$ cat src/rtl/clrx_pkg.sv
package clrx_pkg;

    // Parser position, including partial marker matches
    typedef enum logic [3:0] {
        PH_REC0  = 4'd0,
        PH_REC1  = 4'd1,
        PH_REC2  = 4'd2,
        PH_REC3  = 4'd3,
        PH_SKIP  = 4'd4,
        PH_CHAT0 = 4'd5,
        PH_CHAT1 = 4'd6,
        PH_HASH  = 4'd7,
        PH_MEM1  = 4'd8,
        PH_SEP   = 4'd9,
        PH_MEM2  = 4'd10,
        PH_MSG0  = 4'd11,
        PH_MSG1  = 4'd12,
        PH_BODY  = 4'd13
    } t_phase;

    localparam logic [7:0] REC_MARK_A    = 8'h6C;
    localparam logic [7:0] REC_MARK_B    = 8'h33;
    localparam logic [7:0] CHAT_MARK_A   = 8'hE0;
    localparam logic [7:0] TAG_LOW       = 8'h03;
    localparam logic [7:0] HASH_MARK     = 8'h23;
    localparam logic [7:0] MEMBER1_STOP  = 8'h2F;
    localparam logic [7:0] MEMBER2_STOP  = 8'h3B;
    localparam logic [7:0] MSG_MARK_A    = 8'hFC;
    localparam logic [7:0] NUL_BYTE      = 8'h00;
    localparam logic [7:0] SKIP_COUNT_RST = 8'd14;

    localparam logic [1:0] KIND_MEMBER1 = 2'd0;
    localparam logic [1:0] KIND_MEMBER2 = 2'd1;
    localparam logic [1:0] KIND_MESSAGE = 2'd2;

    typedef struct packed {
        t_phase      phase;
        logic [7:0]  skip_left;
        logic        muted;
    } t_state;

    typedef struct packed {
        logic        record_abort;
        logic        stream_end;
        logic        field_end;
        logic [1:0]  field_kind;
        logic        byte_valid;
        logic [7:0]  out_byte;
    } t_result;

endpackage

$ cat src/rtl/clrx_step.sv
// One parser step: next state and result for one byte.
module clrx_step (
    input  clrx_pkg::t_state  i_state,
    input  logic [7:0]        i_byte,
    input  logic              i_last,
    input  logic [7:0]        i_skip_count,
    output clrx_pkg::t_state  o_state,
    output clrx_pkg::t_result o_result,
    output logic              o_emit
);

    clrx_pkg::t_state  w_nx;
    clrx_pkg::t_result w_res;
    logic              w_emit;
    logic [7:0]        w_skip_dec;
    logic [1:0]        w_kind;
    logic [7:0]        w_stop;

    assign w_skip_dec = i_state.skip_left - 8'd1;
    assign w_kind = (i_state.phase == clrx_pkg::PH_MEM1) ? clrx_pkg::KIND_MEMBER1
                                                         : clrx_pkg::KIND_MEMBER2;
    assign w_stop = (i_state.phase == clrx_pkg::PH_MEM1) ? clrx_pkg::MEMBER1_STOP
                                                         : clrx_pkg::MEMBER2_STOP;

    always_comb begin
        w_nx   = i_state;
        w_res  = '0;
        w_emit = 1'b0;
        case (i_state.phase)
            clrx_pkg::PH_REC2: begin
                if (i_byte == clrx_pkg::REC_MARK_B) begin
                    w_nx.phase = clrx_pkg::PH_REC3;
                end else if (i_byte == clrx_pkg::REC_MARK_A) begin
                    w_nx.phase = clrx_pkg::PH_REC1;
                end else begin
                    w_nx.phase = clrx_pkg::PH_REC0;
                end
            end
            clrx_pkg::PH_REC3: begin
                if (i_byte == clrx_pkg::REC_MARK_A) begin
                    if (i_skip_count == 8'd0) begin
                        w_nx.phase = clrx_pkg::PH_CHAT0;
                    end else begin
                        w_nx.skip_left = i_skip_count;
                        w_nx.phase     = clrx_pkg::PH_SKIP;
                    end
                end else begin
                    w_nx.phase = clrx_pkg::PH_REC0;
                end
            end
            clrx_pkg::PH_SKIP: begin
                w_nx.skip_left = w_skip_dec;
                if (w_skip_dec == 8'd0) begin
                    w_nx.phase = clrx_pkg::PH_CHAT0;
                end
            end
            clrx_pkg::PH_CHAT0: begin
                if (i_byte == clrx_pkg::CHAT_MARK_A) begin
                    w_nx.phase = clrx_pkg::PH_CHAT1;
                end
            end
            clrx_pkg::PH_CHAT1: begin
                if (i_byte == clrx_pkg::TAG_LOW) begin
                    w_nx.phase = clrx_pkg::PH_HASH;
                end else if (i_byte == clrx_pkg::CHAT_MARK_A) begin
                    w_nx.phase = clrx_pkg::PH_CHAT1;
                end else begin
                    w_nx.phase = clrx_pkg::PH_CHAT0;
                end
            end
            clrx_pkg::PH_HASH: begin
                if (i_byte == clrx_pkg::HASH_MARK) begin
                    w_nx.phase = clrx_pkg::PH_MEM1;
                    w_nx.muted = 1'b0;
                end
            end
            clrx_pkg::PH_MEM1, clrx_pkg::PH_MEM2: begin
                if (i_byte == w_stop) begin
                    w_res.field_kind = w_kind;
                    w_res.field_end  = 1'b1;
                    w_emit           = 1'b1;
                    w_nx.muted       = 1'b0;
                    w_nx.phase       = (i_state.phase == clrx_pkg::PH_MEM1)
                                       ? clrx_pkg::PH_SEP : clrx_pkg::PH_MSG0;
                end else if (i_byte == clrx_pkg::NUL_BYTE) begin
                    w_nx.muted = 1'b1;
                end else if (!i_state.muted) begin
                    w_res.out_byte   = i_byte;
                    w_res.byte_valid = 1'b1;
                    w_res.field_kind = w_kind;
                    w_emit           = 1'b1;
                end
            end
            clrx_pkg::PH_SEP: begin
                w_nx.phase = clrx_pkg::PH_MEM2;
                w_nx.muted = 1'b0;
            end
            clrx_pkg::PH_MSG0: begin
                if (i_byte == clrx_pkg::MSG_MARK_A) begin
                    w_nx.phase = clrx_pkg::PH_MSG1;
                end
            end
            clrx_pkg::PH_MSG1: begin
                if (i_byte == clrx_pkg::TAG_LOW) begin
                    w_nx.phase = clrx_pkg::PH_BODY;
                end else if (i_byte == clrx_pkg::MSG_MARK_A) begin
                    w_nx.phase = clrx_pkg::PH_MSG1;
                end else begin
                    w_nx.phase = clrx_pkg::PH_MSG0;
                end
            end
            clrx_pkg::PH_BODY: begin
                w_res.field_kind = clrx_pkg::KIND_MESSAGE;
                w_emit           = 1'b1;
                if (i_byte == clrx_pkg::NUL_BYTE) begin
                    w_res.field_end = 1'b1;
                    w_nx.phase      = clrx_pkg::PH_REC0;
                end else begin
                    w_res.out_byte   = i_byte;
                    w_res.byte_valid = 1'b1;
                end
            end
            default: begin
                // first two seeking phases and any unused code
                if (i_byte == clrx_pkg::REC_MARK_A) begin
                    w_nx.phase = clrx_pkg::PH_REC1;
                end else if (i_byte == clrx_pkg::REC_MARK_B &&
                             i_state.phase == clrx_pkg::PH_REC1) begin
                    w_nx.phase = clrx_pkg::PH_REC2;
                end else begin
                    w_nx.phase = clrx_pkg::PH_REC0;
                end
            end
        endcase
    end

    always_comb begin
        o_state  = w_nx;
        o_result = w_res;
        o_emit   = w_emit;
        if (i_last) begin
            o_emit                = 1'b1;
            o_result.stream_end   = 1'b1;
            o_result.record_abort = (w_nx.phase >= clrx_pkg::PH_SKIP);
            o_state.phase         = clrx_pkg::PH_REC0;
            o_state.skip_left     = 8'd0;
            o_state.muted         = 1'b0;
        end
    end

endmodule

$ cat src/rtl/chat_log_record_extractor.sv
// Chat log record extractor. Bytes enter one per beat on the slave side; the
// parser hunts for the record marker 6C 33 33 6C, passes over skip_count
// bytes, finds E0 03 then 23, and returns the first member (up to 2F), the
// second member (after one passed-over byte, up to 3B) and, after FC 03, the
// message (up to a zero byte). Each field byte leaves as one master beat
// tagged by field kind, and each field closes with an end beat carrying no
// byte. Marker, skipped and muted bytes produce no beat, except the final
// byte of the stream, which always produces exactly one beat with tlast set;
// record_abort on that beat says the record was cut short. The block takes
// one byte per clock unless stalled: the parser updates its phase on
// acceptance and the result enters the output register on the next cycle.
// The slave side stalls only while a result is held and the master side is
// not ready. The user must write skip_count through the config port only
// while the stream is idle (unchecked); a completed record marker latches it.
module chat_log_record_extractor (
    input  logic        i_clk,
    input  logic        i_rst_n,
    input  logic        i_cfg_we,
    input  logic [7:0]  i_cfg_wdata,      // skip_count
    input  logic        i_s_axis_tvalid,
    output logic        o_s_axis_tready,
    input  logic [7:0]  i_s_axis_tdata,   // [7:0] data_byte
    input  logic        i_s_axis_tlast,   // last_byte
    output logic        o_m_axis_tvalid,
    input  logic        i_m_axis_tready,
    output logic [7:0]  o_m_axis_tdata,   // [7:0] out_byte
    output logic [4:0]  o_m_axis_tuser,   // [0] byte_valid, [2:1] field_kind,
                                          // [3] field_end, [4] record_abort
    output logic        o_m_axis_tlast    // stream_end
);

    clrx_pkg::t_state  r_state;
    clrx_pkg::t_state  n_state;
    logic [7:0]        r_skip_count;
    clrx_pkg::t_result r_out;
    clrx_pkg::t_result n_out;
    logic              r_out_valid;
    logic              n_out_valid;
    logic              w_emit;
    logic              w_accept;

    // Accept a new byte whenever the output register is free or being drained
    assign o_s_axis_tready = !r_out_valid || i_m_axis_tready;
    assign w_accept        = i_s_axis_tvalid && o_s_axis_tready;

    clrx_step u_step (
        .i_state      (r_state),
        .i_byte       (i_s_axis_tdata),
        .i_last       (i_s_axis_tlast),
        .i_skip_count (r_skip_count),
        .o_state      (n_state),
        .o_result     (n_out),
        .o_emit       (w_emit)
    );

    always_comb begin
        n_out_valid = r_out_valid;
        // drop the held beat once taken
        if (i_m_axis_tready) begin
            n_out_valid = 1'b0;
        end
        // load a fresh result beat
        if (w_accept && w_emit) begin
            n_out_valid = 1'b1;
        end
    end

    always_ff @(posedge i_clk) begin
        if (!i_rst_n) begin
            r_state.phase     <= clrx_pkg::PH_REC0;
            r_state.skip_left <= 8'd0;
            r_state.muted     <= 1'b0;
            r_skip_count      <= clrx_pkg::SKIP_COUNT_RST;
            r_out_valid       <= 1'b0;
        end else begin
            if (i_cfg_we) begin
                r_skip_count <= i_cfg_wdata;
            end
            // advance the parser on every accepted beat
            if (w_accept) begin
                r_state <= n_state;
            end
            r_out_valid <= n_out_valid;
        end
    end

    // Payload register: hold while stalled, load on an emitting beat
    always_ff @(posedge i_clk) begin
        if (w_accept && w_emit) begin
            r_out <= n_out;
        end
    end

    assign o_m_axis_tvalid = r_out_valid;
    assign o_m_axis_tdata  = r_out.out_byte;
    assign o_m_axis_tuser  = {r_out.record_abort, r_out.field_end,
                              r_out.field_kind, r_out.byte_valid};
    assign o_m_axis_tlast  = r_out.stream_end;

endmodule

$ cat config.mk
export PLATFORM = sky130hd
export DESIGN_NAME = chat_log_record_extractor
export DESIGN_NICKNAME = d
export VERILOG_FILES = /design/src/rtl/clrx_pkg.sv /design/src/rtl/clrx_step.sv /design/src/rtl/chat_log_record_extractor.sv
export SDC_FILE = /design/constraint.sdc
export NUM_CORES = 1
export LEC_CHECK = 0
export ABC_AREA = 1
export CORE_ASPECT_RATIO = 1.25
export CORE_UTILIZATION = 25
export DETAILED_ROUTE_END_ITERATION = 7
export DONT_BUFFER_PORTS = 1
export GPL_ROUTABILITY_DRIVEN = 1
export SETUP_SLACK_MARGIN = 0.4
export SLEW_MARGIN = 20
export SYNTH_ARGS = -nofsm -noshare
export SYNTH_HDL_FRONTEND = slang
export SYNTH_HIERARCHICAL = 1
export SYNTH_SLANG_ARGS = --single-unit
$ cat constraint.sdc
create_clock -name i_clk -period 2.4 [get_ports i_clk]
set_input_delay 0.48 -clock i_clk [delete_from_list [all_inputs] [get_ports i_clk]]
set_output_delay 0.48 -clock i_clk [all_outputs]
set_load 0.02 [all_outputs]
== After elaboration in Yosys (flattened, before gate mapping) ==
Index checks and enable logic that the tools add are counted.

* Add/subtract/negate cells: 1
* Order comparisons: 1
* Eq/ne operators: 24
* Multiplexer cells: 44
* Reduce and logical (&&, ||, !) cells: 14

{| class="wikitable"
|+ Operator list
! operator !! number
|-
| 4-bit two-way mux || 11
|-
| 4-bit one-hot mux with 11 select lines || 1
|-
| 4-bit equality test, second input constant || 6
|-
| 8-bit logical NOT || 3
|-
| 12-bit one-hot mux with 2 select lines || 1
|-
| 11-bit two-way mux || 2
|-
| 9-bit two-way mux || 2
|-
| 4-bit by 3-bit equality test with 1-bit output, second input constant || 4
|-
| 8-bit by 6-bit equality test with 1-bit output, second input constant || 2
|-
| 8-bit equality test, second input constant || 2
|-
| 8-bit two-way mux || 2
|-
| 8-bit one-hot mux with 2 select lines || 1
|-
| 1-bit two-way mux || 15
|-
| 13-bit two-way mux || 1
|-
| 4-bit by 2-bit equality test with 1-bit output, second input constant || 2
|-
| 8-bit by 2-bit equality test with 1-bit output, second input constant || 1
|-
| 8-bit by 7-bit equality test with 1-bit output, second input constant || 1
|-
| 8-bit equality test || 1
|-
| 2-bit two-way mux || 4
|-
| 4-bit AND reduction || 2
|-
| 8-bit by 1-bit subtractor with 8-bit output, second input constant || 1
|-
| 3-bit by 2-bit != test with 1-bit output, second input constant || 2
|-
| 5-bit two-way mux || 1
|-
| 4-bit by 1-bit equality test with 1-bit output, second input constant || 1
|-
| 13 further kinds || 15
|}

* Bits in registers: 36
* Output and inout port bits: 16
* Logic and storage cells: 95

== Logic depth before layout (Yosys ltp) ==
* Word-level depth: 8
* Gate-level depth with buffers: 17
* Depth with buffers taken out: 17

== Hierarchy ==
Netlist, hierarchy kept.

{| class="wikitable"
|+ By module, submodules not included
! module !! instances !! cells an instance !! area an instance (µm²)
|-
| chat_log_record_extractor || 1 || 144 || 1,390.1
|-
| clrx_step || 1 || 244 || 1,109.8
|}

== Worst setup path before layout ==
No wires, ideal clock.

* Path type: input port to flip-flop
* Start: input i_s_axis_tdata[7]
* End: register r_out, in the netlist o_m_axis_tdata[0], enable pin
* Data arrival time: 1.781 ns
* Path slack: 0.235 ns
* Cell stages on the path: 9
* Buffers on the path: 0
* Cells stage by stage: inv_1 -> nand2_1 -> nor3_1 -> nand3_2 -> nand2_1 -> nand2_1 -> nand3_1 -> inv_1 -> nor2_1

* Cells in the longest elaborated chain, start to end: 6
* Elaborated cells between the ends (all ways): 7

{| class="wikitable"
|+ RTL lines
! element !! RTL line !! source
|-
| start, declared || chat_log_record_extractor.sv:22 || <nowiki>input logic [7:0] i_s_axis_tdata,</nowiki>
|-
| 8-bit logical NOT || clrx_step.sv:85 || <nowiki>end else if (i_byte == clrx_pkg::NUL_BYTE) begin</nowiki>
|-
| 1-bit two-way mux || clrx_step.sv:85 ||
|-
| 1-bit two-way mux (*) || clrx_step.sv:78 || <nowiki>if (i_byte == w_stop) begin</nowiki>
|-
| 1-bit one-hot mux with 2 select lines (*) || clrx_step.sv:29 || <nowiki>case (i_state.phase)</nowiki>
|-
| 1-bit two-way mux (*) || clrx_step.sv:141 || <nowiki>if (i_last) begin</nowiki>
|-
| via w_emit || chat_log_record_extractor.sv:39 || <nowiki>logic w_emit;</nowiki>
|-
| 1-bit logical AND (*) || chat_log_record_extractor.sv:89 || <nowiki>if (w_accept && w_emit) begin</nowiki>
|-
| end signal, assigned || chat_log_record_extractor.sv:90 || <nowiki>r_out <= n_out;</nowiki>
|-
| end, declared || chat_log_record_extractor.sv:35 || <nowiki>clrx_pkg::t_result r_out;</nowiki>
|}

Mark *: on every way through the listed nets, which the timed path passes. The rest lies on a longest branch.
A chain may end at the register's enable or synchronous reset.

== Worst setup path after layout ==
* Start: register r_state[9] (netlist bit)
* End: register r_out, in the netlist o_m_axis_tdata[1], enable pin

* Cells in the longest elaborated chain, start to end: 7
* Elaborated cells between the ends (all ways): 10

{| class="wikitable"
|+ RTL lines
! element !! RTL line !! source
|-
| start, declared || chat_log_record_extractor.sv:32 || <nowiki>clrx_pkg::t_state r_state;</nowiki>
|-
| start signal, assigned || chat_log_record_extractor.sv:81 || <nowiki>r_state <= n_state;</nowiki>
|-
| 4-bit equality test || clrx_step.sv:22, clrx_step.sv:29 ||
|-
| 5-bit two-way mux || clrx_step.sv:22 || <nowiki>assign w_stop = (i_state.phase == clrx_pkg::PH_MEM1) ? clrx_pkg::MEMBER1_STOP</nowiki>
|-
| 8-bit equality test || clrx_step.sv:78 ||
|-
| 1-bit two-way mux || clrx_step.sv:78 ||
|-
| 1-bit one-hot mux with 2 select lines (*) || clrx_step.sv:29 ||
|-
| 1-bit two-way mux (*) || clrx_step.sv:141 ||
|-
| via w_emit || chat_log_record_extractor.sv:39 ||
|-
| 1-bit logical AND (*) || chat_log_record_extractor.sv:89 ||
|}

Marked as above.

==> reports/qor.yml <==
ys_types: 32
start_util: 0.259
clk_pin_slew_worst_paths_ns: 0.06
report.final.hold_viol_count: 0
yosysSeqAreaShare: 0.344
detail_route.first_pass.iterations: 4
p_seq_frac: 0.425
clk_latency_ns: 0.28
status: "finished, final reports clean"
viasPerCell: 4.61
netlist_area_um2: 2500
drive_gt1_frac: 0.113
fin_crit_sh: 0.773
grt_pass1_vias: 2288
wl_per_cell_um: 11.7
max_slew.worst_pin.slew_ns: 0.370
root_buffer: "clkbuf_16"
cts.htree.levels: 2
dp_hpwl_um: 4580
detail-route-antenna-nets: 0
grt_util_all_layers: 0.122
maxCapViolCount: 0
dp.cells: 506
tns_ns: 0
syn_inst: 388
slew_viol_final: 0
syn_to_final_growth_pct: 10.4
rsz0062_at_grt: "false"
power_uw: 1720
insertedDiodeCount: 0
fin_cells: 514
fmax_ghz: 0.539
synth.net_count: 412
ys_ff_latch: 36
p_per_area_nw_per_um2: 625
p_leak_uw: 0.00131
max_slew_margin: 0.753
clkPwrFrac: 0.422
irDropWorstVdd_v: 0.000299
clk_path_buf_depth: 2
skew_ns: 0.00487
intPower_uw: 1260
fin_crit_ns: 1.86
yosysWarnings: 6
critical_path.max_fanout: 14
drt-total-wl_um: 6010
cp.arrival_ns: 1.83
rows: 40
p_switching_uw: 460
grt_pass1_wl_um: 10300
cts_tree: "built"
nets: 411
drc_errors: 0
die_x_um: 91.4
coreArea_um2: 9660
drtIter0Drc: 104
io-pin-count: 38
swShare: 0.267
cp-end-kind: "flip-flop"
via_count: 2370
hold_path_class: "in2reg"
critPathRequiredTime_ns: 2.37
syn_area_per_cell_um2: 6.44
clkSinkCount: 36
design.die.area_um2: 10400
comb_power_share: 0.153
worst-setup-path-type: "reg2reg"
antenna_found_initial: 0
die_h_um: 114
port_buffers: 0
start_kind: "flip-flop"
grt_overflow_total: 0
grt_max_degree: 29
setup-violations-final: 0
cts_made_buffers: 5
gp_congestion: 0.911
cell families after synthesis:
logic type      share of synthesized area
buf+inv                             0.135
xor+xnor                          0.00701
fa+ha+maj                          0.0100
flops                               0.344
simple gates                        0.400
compound gates                      0.104
layer usage:
metal,vias to the layer above,GRT usage,share of wire
li1,1210,-,-
met1,1068,0.138,0.44
met2,77,0.226,0.49
met3,15,0.0247,0.051
met4,0,0.0455,0.021
met5,-,0,0
power by group through the flow:
stage | registers, µW | clock network [µW] | logic, µW
2_1_floorplan | 731 | 0 | 235
3_3_place_gp | 742 | 0 | 253
3_5_place_dp | 743 | 0 | 256
4_1_cts | 731 | 753 | 261
5_1_grt | 737 | 777 | 302
6_report | 732 | 728 | 263
state kept, by name (all words and copies together) (netlist names):
register,count
o_m_axis_tuser,5
r_state,13
o_m_axis_tdata,8
o_m_axis_tlast,1
o_m_axis_tvalid,1
r_skip_count,8
metrics by stage:
stage          hold slack, ns   util  area, µm²  setup WS (ns)
6_report                0.284  0.286       2760          0.545
3_3_place_gp            0.494  0.267       2580          0.482
2_1_floorplan           0.452      -       2500          0.455
4_1_cts                 0.278  0.285       2750          0.439
5_1_grt                 0.284  0.286       2760          0.399
3_5_place_dp            0.499  0.267       2580          0.463
area by class of cell:
cell class | instances | area (µm²)
repair buffers | 3 | 22.5
clock buffers | 6 | 129
clock inverters | 2 | 35.0
multi-input cells | 278 | 1320
flip-flops and latches | 36 | 863
inverters | 63 | 236
well taps | 126 | 158
fillers | 1064 | 6900
cell usage after synthesis:
| master | instances | area (µm²) |
|---|---|---|
| buf_6 | 4 | 45.0 |
| buf_12 | 1 | 20.0 |
| dfxtp_1 | 22 | 440 |
| inv_2 | 5 | 18.8 |
| xnor2_1 | 2 | 17.5 |
| nor2_1 | 77 | 289 |
| o21a_1 | 3 | 22.5 |
| a22oi_1 | 2 | 15.0 |
| nand3b_1 | 1 | 7.51 |
| a31oi_2 | 1 | 12.5 |
| nand4_1 | 6 | 37.5 |
| nand3_2 | 2 | 20.0 |
| nand2_4 | 1 | 11.3 |
| a21oi_1 | 15 | 75.1 |
| edfxtp_1 | 14 | 420 |
| buf_2 | 3 | 15.0 |
| ha_1 | 2 | 25.0 |
| a21boi_0 | 1 | 7.51 |
| nor2_2 | 3 | 18.8 |
| nand2_1 | 97 | 364 |
| nor2_4 | 2 | 22.5 |
| and2_1 | 1 | 6.26 |
| nand2_2 | 6 | 37.5 |
| a21oi_2 | 8 | 70.1 |
| buf_4 | 2 | 15.0 |
| o22ai_1 | 2 | 12.5 |
| nor3_1 | 3 | 15.0 |
| nand3_1 | 34 | 170 |
| o21ai_1 | 1 | 5.00 |
| inv_1 | 58 | 218 |
| o21ai_0 | 8 | 40.0 |
| clkbuf_2 | 1 | 5.00 |
worst max-delay path: stages, from the launching register on:
cell and delay, ns:
dfxtp_1 0.39, nor2_4 0.25, nand2_1 0.08, nand2_1 0.09, nand3_2 0.15, nand2_1 0.09, nand2_1 0.06, nand3_1 0.07
inv_1 0.06, nor2_2 0.09, buf_4 0.21
layout by cell type (no fill, tap or decap), types with 3 or more instances in the layout:
cell type | netlist | routed
a21oi_1 | 15 | 15
a21oi_2 | 8 | 8
buf_4 | 2 | 3
clkbuf_16 | 0 | 5
dfxtp_1 | 22 | 20
edfxtp_1 | 14 | 14
inv_1 | 58 | 57
inv_2 | 5 | 6
nand2_1 | 97 | 97
nand2_2 | 6 | 6
nand3_1 | 34 | 34
nand4_1 | 6 | 6
nor2_1 | 77 | 75
nor2_2 | 3 | 4
nor2_4 | 2 | 3
nor3_1 | 3 | 3
o21a_1 | 3 | 3
o21ai_0 | 8 | 8
worst paths after layout:
path,startpoint,end,slack (ns),cells past startpoint
setup / recovery,r_state[9],o_m_axis_tdata[1],0.54,10
hold / removal,i_rst_n,r_skip_count[2],0.28,1
setup reg to reg,r_state[9],o_m_axis_tdata[1],0.54,10
hold reg to reg,r_skip_count[1],r_skip_count[1],0.50,2
what timing repair did:
action / in CTS / in global routing
endpoints found under the setup margin: 1 / 15
hold buffers: 0 / 0
setup buffers: 0 / 0
gates resized for setup: 1 / 5
pin swaps: 0 / 0
Note: power is estimated with default switching activity, not from simulation.
